[config.mk]
export PLATFORM = sky130hd
export DESIGN_NAME = xorshift_random_draw_unit
export DESIGN_NICKNAME = d
export VERILOG_FILES = /design/src/rtl/xrdu_pkg.sv /design/src/rtl/xorshift_random_draw_unit.sv
export SDC_FILE = /design/constraint.sdc
export NUM_CORES = 2
export LEC_CHECK = 0
export BUFFER_PORTS_ARGS = -buffer_cell sky130_fd_sc_hd__clkbuf_2
export CORE_MARGIN = 1
export CORE_UTILIZATION = 59
export DETAILED_ROUTE_END_ITERATION = 12
export PLACE_DENSITY = 0.8
export SETUP_SLACK_MARGIN = 0.5
export SKIP_LAST_GASP = 1
export SLEW_MARGIN = 20
export SYNTH_ARGS = -nofsm -noshare
export SYNTH_HDL_FRONTEND = slang
export SYNTH_SLANG_ARGS = --single-unit
[constraint.sdc]
create_clock -name clk_i -period 11.1 [get_ports clk_i]
set_input_delay 2.22 -clock clk_i [delete_from_list [all_inputs] [get_ports clk_i]]
set_output_delay 2.22 -clock clk_i [all_outputs]
set_load 0.03 [all_outputs]
[src/rtl/xrdu_pkg.sv]
// ----------------------------------------------------------------------------
// xrdu_pkg
// Constants and types shared by the xorshift random draw unit.
// ----------------------------------------------------------------------------
package xrdu_pkg;

  // xorshift64* output multiplier, also used on the seed
  localparam logic [63:0] MulStar    = 64'h2545_f491_4f6c_dd1d;
  // added to the scaled seed before mixing
  localparam logic [63:0] SeedOffset = 64'h0000_0000_9e37_79b9;
  // stands in for a zero generator state
  localparam logic [63:0] ZeroAlt    = 64'h0123_4567_dead_beef;
  // splitmix64 finalizer multipliers
  localparam logic [63:0] MixK1      = 64'hbf58_476d_1ce4_e5b9;
  localparam logic [63:0] MixK2      = 64'h94d0_49bb_1331_11eb;
  // probability of one, scaled by 2^24
  localparam logic [24:0] ProbOne    = 25'h100_0000;

  // APB register map
  localparam int unsigned AddrW   = 3;
  localparam logic        RegSeed = 1'b0;

  // request kinds
  typedef enum logic [1:0] {
    OP_RAW    = 2'd0,
    OP_FRAC   = 2'd1,
    OP_RANGE  = 2'd2,
    OP_CHANCE = 2'd3
  } op_e;

  // which 64-bit multiply the sequencer is running
  typedef enum logic [1:0] {
    MK_SEED = 2'd0,
    MK_MIX1 = 2'd1,
    MK_MIX2 = 2'd2,
    MK_OUT  = 2'd3
  } mul_kind_e;

  // sequencer states, one-hot
  typedef enum logic [6:0] {
    ST_IDLE = 7'b000_0001,
    ST_MUL0 = 7'b000_0010,
    ST_MUL1 = 7'b000_0100,
    ST_MUL2 = 7'b000_1000,
    ST_MUL3 = 7'b001_0000,
    ST_DIV  = 7'b010_0000,
    ST_FIN  = 7'b100_0000
  } state_e;

endpackage

[src/rtl/xorshift_random_draw_unit.sv]
// ----------------------------------------------------------------------------
// xorshift_random_draw_unit
// xorshift64* draw unit with splitmix64 reseed, fraction, range and chance.
// ----------------------------------------------------------------------------
//
//  channel   direction  handshake                      payload
//  in        to unit    in_valid_i / in_stall_o        op_i, range_low_i,
//                                                      range_high_i, probability_i
//  out       from unit  out_valid_o / out_stall_i      raw_draw_o, fraction_o,
//                                                      ranged_value_o, hit_o
//  cfg       to unit    psel/penable/pwrite, pready=1  paddr, pwdata, prdata
//
//  All 64-bit products run on one 32x32 multiplier as three partial products
//  and a final sum. A range draw adds the one-bit-a-cycle restoring remainder
//  unit unless its span wraps to zero. Requests answered without drawing skip
//  the multiplier. A seed write (and the exit from reset, which seeds from
//  zero) runs three multiplies with input stalled. A finished result waits in
//  the output register while the next request is taken; the sequencer holds in
//  its final state until it frees.
// ----------------------------------------------------------------------------
module xorshift_random_draw_unit (
  input  logic                       clk_i,
  input  logic                       rst_ni,
  // request channel
  input  logic                       in_valid_i,
  output logic                       in_stall_o,
  input  logic [1:0]                 op_i,
  input  logic signed [31:0]         range_low_i,
  input  logic signed [31:0]         range_high_i,
  input  logic [24:0]                probability_i,
  // result channel
  output logic                       out_valid_o,
  input  logic                       out_stall_i,
  output logic [31:0]                raw_draw_o,
  output logic [23:0]                fraction_o,
  output logic signed [31:0]         ranged_value_o,
  output logic                       hit_o,
  // configuration port
  input  logic                       psel,
  input  logic                       penable,
  input  logic                       pwrite,
  input  logic [xrdu_pkg::AddrW-1:0] paddr,
  input  logic [31:0]                pwdata,
  output logic [31:0]                prdata,
  output logic                       pready
);

  xrdu_pkg::state_e    state_q;
  xrdu_pkg::mul_kind_e kind_q;
  xrdu_pkg::op_e       op_q;

  logic [31:0] seed_q;
  logic [63:0] gen_q;
  logic [63:0] z_q;
  logic [63:0] sum_q;
  logic [63:0] prod_q;
  logic [31:0] lo_q;
  logic [31:0] span_q;
  logic [23:0] prob_q;
  logic [31:0] pend_q;
  logic [31:0] rem_q;
  logic [31:0] dvd_q;
  logic [4:0]  cnt_q;

  logic        out_valid_q;
  logic [31:0] raw_q;
  logic [23:0] frac_q;
  logic [31:0] ranged_q;
  logic        hit_q;

  // xorshift state step
  function automatic logic [63:0] xs_step(input logic [63:0] x);
    logic [63:0] a;
    logic [63:0] b;
    a = x ^ (x >> 12);
    b = a ^ (a << 25);
    return b ^ (b >> 27);
  endfunction

  // configuration port
  logic cfg_wr;
  assign pready = 1'b1;
  assign cfg_wr = psel && penable && pwrite && (paddr[2] == xrdu_pkg::RegSeed);
  assign prdata = (paddr[2] == xrdu_pkg::RegSeed) ? seed_q : 32'd0;

  // handshakes; a seed write holds off the request taken in the same cycle
  logic in_xfer;
  logic out_free;
  assign in_stall_o = (state_q != xrdu_pkg::ST_IDLE) || cfg_wr;
  assign in_xfer    = in_valid_i && !in_stall_o;
  assign out_free   = !out_valid_q || !out_stall_i;

  // constant for the current multiply
  logic [63:0] mul_k;
  always_comb begin
    case (kind_q)
      xrdu_pkg::MK_MIX1: mul_k = xrdu_pkg::MixK1;
      xrdu_pkg::MK_MIX2: mul_k = xrdu_pkg::MixK2;
      default:           mul_k = xrdu_pkg::MulStar;
    endcase
  end

  // shared 32x32 multiplier, operands chosen by the partial product step
  logic [31:0] mul_a;
  logic [31:0] mul_b;
  logic [63:0] mul_p;
  always_comb begin
    mul_a = z_q[31:0];
    mul_b = mul_k[31:0];
    if (state_q == xrdu_pkg::ST_MUL1) begin
      mul_a = z_q[63:32];
    end else if (state_q == xrdu_pkg::ST_MUL2) begin
      mul_b = mul_k[63:32];
    end
  end
  assign mul_p = 64'(mul_a) * 64'(mul_b);

  // low 64 bits of the full product, and values derived from it
  logic [63:0] mul_r;
  logic [63:0] seed_t;
  logic [63:0] mix_s;
  logic [31:0] draw;
  assign mul_r  = {sum_q[63:32] + prod_q[31:0], sum_q[31:0]};
  assign seed_t = mul_r + xrdu_pkg::SeedOffset;
  assign mix_s  = mul_r ^ (mul_r >> 31);
  assign draw   = mul_r[63:32];

  // remainder step
  logic [32:0] div_t;
  logic [31:0] rem_next;
  assign div_t    = {rem_q, dvd_q[31]};
  assign rem_next = (div_t >= {1'b0, span_q}) ? 32'(div_t - {1'b0, span_q}) : div_t[31:0];

  // next generator state on a draw
  logic [63:0] gen_next;
  assign gen_next = xs_step(gen_q);

  // sequencer
  always_ff @(posedge clk_i or negedge rst_ni) begin
    if (!rst_ni) begin
      state_q <= xrdu_pkg::ST_MUL0;
      kind_q  <= xrdu_pkg::MK_SEED;
      seed_q  <= 32'd0;
      z_q     <= 64'd0;
    end else if (cfg_wr) begin
      // reseed: scale the seed first
      seed_q  <= pwdata;
      z_q     <= {32'd0, pwdata};
      kind_q  <= xrdu_pkg::MK_SEED;
      state_q <= xrdu_pkg::ST_MUL0;
    end else begin
      case (state_q)
        xrdu_pkg::ST_IDLE: begin
          if (in_xfer) begin
            case (xrdu_pkg::op_e'(op_i))
              xrdu_pkg::OP_RANGE: begin
                if (range_high_i <= range_low_i) begin
                  state_q <= xrdu_pkg::ST_FIN;
                end else begin
                  z_q     <= gen_next;
                  kind_q  <= xrdu_pkg::MK_OUT;
                  state_q <= xrdu_pkg::ST_MUL0;
                end
              end
              xrdu_pkg::OP_CHANCE: begin
                if (probability_i == 25'd0 || probability_i >= xrdu_pkg::ProbOne) begin
                  state_q <= xrdu_pkg::ST_FIN;
                end else begin
                  z_q     <= gen_next;
                  kind_q  <= xrdu_pkg::MK_OUT;
                  state_q <= xrdu_pkg::ST_MUL0;
                end
              end
              default: begin
                z_q     <= gen_next;
                kind_q  <= xrdu_pkg::MK_OUT;
                state_q <= xrdu_pkg::ST_MUL0;
              end
            endcase
          end
        end
        xrdu_pkg::ST_MUL0: state_q <= xrdu_pkg::ST_MUL1;
        xrdu_pkg::ST_MUL1: state_q <= xrdu_pkg::ST_MUL2;
        xrdu_pkg::ST_MUL2: state_q <= xrdu_pkg::ST_MUL3;
        xrdu_pkg::ST_MUL3: begin
          case (kind_q)
            xrdu_pkg::MK_SEED: begin
              z_q     <= seed_t ^ (seed_t >> 30);
              kind_q  <= xrdu_pkg::MK_MIX1;
              state_q <= xrdu_pkg::ST_MUL0;
            end
            xrdu_pkg::MK_MIX1: begin
              z_q     <= mul_r ^ (mul_r >> 27);
              kind_q  <= xrdu_pkg::MK_MIX2;
              state_q <= xrdu_pkg::ST_MUL0;
            end
            xrdu_pkg::MK_MIX2: state_q <= xrdu_pkg::ST_IDLE;
            default: begin
              if (op_q == xrdu_pkg::OP_RANGE && span_q != 32'd0) begin
                state_q <= xrdu_pkg::ST_DIV;
              end else begin
                state_q <= xrdu_pkg::ST_FIN;
              end
            end
          endcase
        end
        xrdu_pkg::ST_DIV: begin
          if (cnt_q == 5'd0) begin
            state_q <= xrdu_pkg::ST_FIN;
          end
        end
        xrdu_pkg::ST_FIN: begin
          if (out_free) begin
            state_q <= xrdu_pkg::ST_IDLE;
          end
        end
        default: state_q <= xrdu_pkg::ST_IDLE;
      endcase
    end
  end

  // datapath registers
  always_ff @(posedge clk_i) begin
    // partial products and their running sum
    case (state_q)
      xrdu_pkg::ST_MUL0: prod_q <= mul_p;
      xrdu_pkg::ST_MUL1: begin
        sum_q  <= prod_q;
        prod_q <= mul_p;
      end
      xrdu_pkg::ST_MUL2: begin
        sum_q[63:32] <= sum_q[63:32] + prod_q[31:0];
        prod_q       <= mul_p;
      end
      default: ;
    endcase

    // generator state: seeded at the end of a reseed, stepped on a draw
    if (state_q == xrdu_pkg::ST_MUL3 && kind_q == xrdu_pkg::MK_MIX2) begin
      gen_q <= (mix_s == 64'd0) ? xrdu_pkg::ZeroAlt : mix_s;
    end else if (in_xfer && !cfg_wr) begin
      if (!((xrdu_pkg::op_e'(op_i) == xrdu_pkg::OP_RANGE && range_high_i <= range_low_i) ||
            (xrdu_pkg::op_e'(op_i) == xrdu_pkg::OP_CHANCE &&
             (probability_i == 25'd0 || probability_i >= xrdu_pkg::ProbOne)))) begin
        gen_q <= gen_next;
      end
    end

    // request capture and the answers that need no draw
    if (in_xfer) begin
      op_q   <= xrdu_pkg::op_e'(op_i);
      lo_q   <= range_low_i;
      span_q <= 32'(range_high_i - range_low_i + 32'sd1);
      prob_q <= probability_i[23:0];
      if (xrdu_pkg::op_e'(op_i) == xrdu_pkg::OP_RANGE) begin
        pend_q <= range_low_i;
      end else if (probability_i >= xrdu_pkg::ProbOne) begin
        pend_q <= 32'd1;
      end else begin
        pend_q <= 32'd0;
      end
    end

    // shape the draw
    if (state_q == xrdu_pkg::ST_MUL3 && kind_q == xrdu_pkg::MK_OUT) begin
      case (op_q)
        xrdu_pkg::OP_RAW:   pend_q <= draw;
        xrdu_pkg::OP_FRAC:  pend_q <= {8'd0, draw[31:8]};
        xrdu_pkg::OP_RANGE: pend_q <= lo_q + draw;
        default:            pend_q <= {31'd0, (draw[31:8] < prob_q)};
      endcase
      rem_q <= 32'd0;
      dvd_q <= draw;
      cnt_q <= 5'd31;
    end

    // one remainder bit per cycle
    if (state_q == xrdu_pkg::ST_DIV) begin
      rem_q <= rem_next;
      dvd_q <= {dvd_q[30:0], 1'b0};
      cnt_q <= cnt_q - 5'd1;
      if (cnt_q == 5'd0) begin
        pend_q <= lo_q + rem_next;
      end
    end

    // output payload
    if (state_q == xrdu_pkg::ST_FIN && out_free) begin
      raw_q    <= (op_q == xrdu_pkg::OP_RAW)    ? pend_q       : 32'd0;
      frac_q   <= (op_q == xrdu_pkg::OP_FRAC)   ? pend_q[23:0] : 24'd0;
      ranged_q <= (op_q == xrdu_pkg::OP_RANGE)  ? pend_q       : 32'd0;
      hit_q    <= (op_q == xrdu_pkg::OP_CHANCE) ? pend_q[0]    : 1'b0;
    end
  end

  // output valid
  always_ff @(posedge clk_i or negedge rst_ni) begin
    if (!rst_ni) begin
      out_valid_q <= 1'b0;
    end else if (state_q == xrdu_pkg::ST_FIN && out_free && !cfg_wr) begin
      out_valid_q <= 1'b1;
    end else if (!out_stall_i) begin
      out_valid_q <= 1'b0;
    end
  end

  assign out_valid_o    = out_valid_q;
  assign raw_draw_o     = raw_q;
  assign fraction_o     = frac_q;
  assign ranged_value_o = ranged_q;
  assign hit_o          = hit_q;

endmodule

==> out/qor.csv <==
metric,value,unit
synth_top_area_share,26.04,%
htreeDepth,2,
critPathKind,flip-flop to flip-flop,
drc_errors,0,
antenna_found_initial,8,
gr-usage-met3,11.06,%
fmax,96.82,MHz
worstSetupEndpointType,flip-flop,
start_util,59.87,%
max_cap_violations,0,
setup_viol,0,
vias,55970,
ys_ff_latch,578,
hold_viol_final,0,
syn_to_final_growth,8.455,%
outcome,"complete, no violations",
place.detailed.hpwl,192900,um
nets,8966,
setup_tns,0,ps
rows,123,
drtPass1Iterations,6,
synth_area_leader_cell,fa_1,
avgRoutedWirePerCell,26.48,um
maxSlewViolCount,0,
syn_inst,7229,
critPathArrivalTime,10690,ps
slowest_stage,fa_1,
slowest_delay,620,ps
synth_async_sr_flop_share,18.34,%
synth_edf_count,439,
grt_overflow,0,
worstSetupStartpointType,flip-flop,
drt-total-wl,238000,um
drive_above_1_share,9.206,%
pin_count,257,
synth_nets,8760,
grt_max_degree,77,
drt_iter0_markers,7147,
gr-usage-all-layers,41.03,%
avgSynthCellArea,9.368,um2
fin_crit_sh,93.05,%
clockBufferDepth,3,
synthTopCellsByCount,"inv_1 (1145), fa_1 (881), nand2_1 (801)",
ys_seq_area_share,24.36,%
die_area,116100,um2
crit_top_cell,fa_1,
multiInputGateArea,45900,um2
clk_latency,670,ps
die_w,340.8,um
crit_path_max_fanout,20,
fill_cells,9287,
cts_tree,yes,
ys_types,93,
yosysMostFrequentCell,inv_1,
grt_pass1_vias,56260,
ys_top_cells_by_area,"fa_1 (26%), edfxtp_1 (19%), ha_1 (9.6%), inv_1 (6.3%), nand2_1 (4.4%)",
numCtsBuffers,57,
grt_pass1_wl,350600,um
cts.clk_slew.worst_paths,60,ps
required,11460,ps
viasPerCell,6.227,
fp.dieH,340.8,um
grtUsageMet2,62.39,%
cts.sinks,578,
period_minus_slack,10330,ps
grt_util_met1,52.41,%
rsz0062_at_grt,true,
synthesis.area,67720,um2
gp_congestion,1.062,
portBuffers,253,
cts-root-buf,clkbuf_16,
clock_skew,40.73,ps
core,113100,um2
ant_nets,0,
worst_slew_pin_slew,1194,ps
seq_area,16500,um2
grt.busiest_layer,met2,
relSlewSlack,20.37,%
synth_ff_type,edfxtp_1,
ys_warn_count,0,
hold_buffers,0,
hold_path_class,flip-flop to flip-flop,
## worst paths after layout
check | depth (start not counted) | slack (ps) | to | startpoint
max | 32 | 770 | prod_q[62]$_DFFE_PP_ | state_q[4]$_DFFE_PN0P_
min | 2 | 470 | seed_q[5]$_DFFE_PN0P_ | seed_q[5]$_DFFE_PN0P_
max reg2reg | 32 | 770 | prod_q[62]$_DFFE_PP_ | state_q[4]$_DFFE_PN0P_
min reg2reg | 2 | 470 | seed_q[5]$_DFFE_PN0P_ | seed_q[5]$_DFFE_PN0P_
max in group asynchronous | 2 | 8230 | z_q[46]$_DFFE_PN0P_ | rst_ni
min in group asynchronous | 1 | 1550 | seed_q[2]$_DFFE_PN0P_ | rst_ni
## area by class of cell
| cell class | instances | share of cell area (%) |
|---|---|---|
| diodes | 3 | 0.01022 |
| clock buffers | 77 | 2.170 |
| clock inverters | 31 | 0.5877 |
| inverters | 1174 | 6.017 |
| multi-input cells | 5180 | 62.50 |
| flip-flops and latches | 578 | 22.46 |
| well taps | 1500 | 2.555 |
| repair buffers | 444 | 3.700 |
## worst max-delay path: cells and delay by family, from the launching register on
family          cells  cell delay [ps]
fa+ha+maj           9             4760
compound gates     12             2960
buf+inv             7             1250
simple gates        3              490
flops               1              430
xor+xnor            1              140
## repair_timing
item,4_1_cts,5_1_grt
gates resized for setup,0,27
hold endpoints to repair,0,0
buffers inserted,0,5
setup endpoints to repair,0,10
## registers in the layout, summed over array words and instances (netlist names)
| signal | count |
|---|---|
| dvd_q | 32 |
| prod_q | 64 |
| pend_q | 32 |
| hit_o | 1 |
| sum_q | 64 |
| seed_q | 32 |
| ranged_value_o | 32 |
| span_q | 32 |
| state_q | 7 |
| op_q | 2 |
| z_q | 64 |
| rem_q | 32 |
| gen_q | 64 |
| out_valid_o | 1 |
| lo_q | 32 |
| fraction_o | 24 |
| raw_draw_o | 32 |
| prob_q | 24 |
| cnt_q | 5 |
| kind_q | 2 |
## logic make-up (layout without fill, tap and decap cells)
logic type / Yosys count / after routing / share of synthesized area (%)
buffers and inverters: 1471 / 1726 / 8.222
DFF: 578 / 578 / 24.36
AOI/OAI and AO/OA: 1132 / 1132 / 10.73
adders and majority gates: 1398 / 1398 / 35.60
other: 1 / 4 / 0.005538
muxes: 48 / 48 / 0.7483
and+or+nand+nor: 2141 / 2141 / 14.29
xor gates and xnor gates: 460 / 460 / 6.042
## metrics by stage
stage | cells | worst slack (ps) | instance area [um2] | util, % | hold WS (ps)
detailed placement | 8871 | 558.2 | 71290 | 63.03 | 454.3
global route | 8984 | 461.0 | 73440 | 64.92 | 483.9
CTS | 8979 | 537.7 | 73320 | 64.82 | 468.4
global placement | 8871 | 614.0 | 71290 | 63.03 | 440.9
floorplan | 7229 | 713.7 | 67720 | - | 430.7
finish | 8987 | 771.1 | 73450 | 64.93 | 465.9
## routing by layer
layer  routed length (um)  up-vias
met2               103400     3810
li1                     -    23900
met3                30300      922
met1                86110    27340
met4                18110        2
met5                   33        -
## cells in the final DEF (no fill, tap or decap), drive strengths merged, types with 29 or more instances in the layout
master     n
inv     1157
fa       881
nand2    801
nor2     643
ha       517
edfxtp   439
clkbuf   329
xnor2    317
a21oi    313
o21ai    295
buf      192
and2     187
xor2     139
nand3    116
a21o     112
dfrtp    105
nor3      74
nor2b     67
nor4      49
nand4     46
o21a      46
o21bai    43
a31oi     42
and3      38
o211ai    38
a22oi     38
dfxtp     33
clkinv    33
nand2b    30
a211oi    29
Power is left out: the tool's default activity adds up to more than one toggle a clock period on the data nets, which glitch-free logic cannot reach.
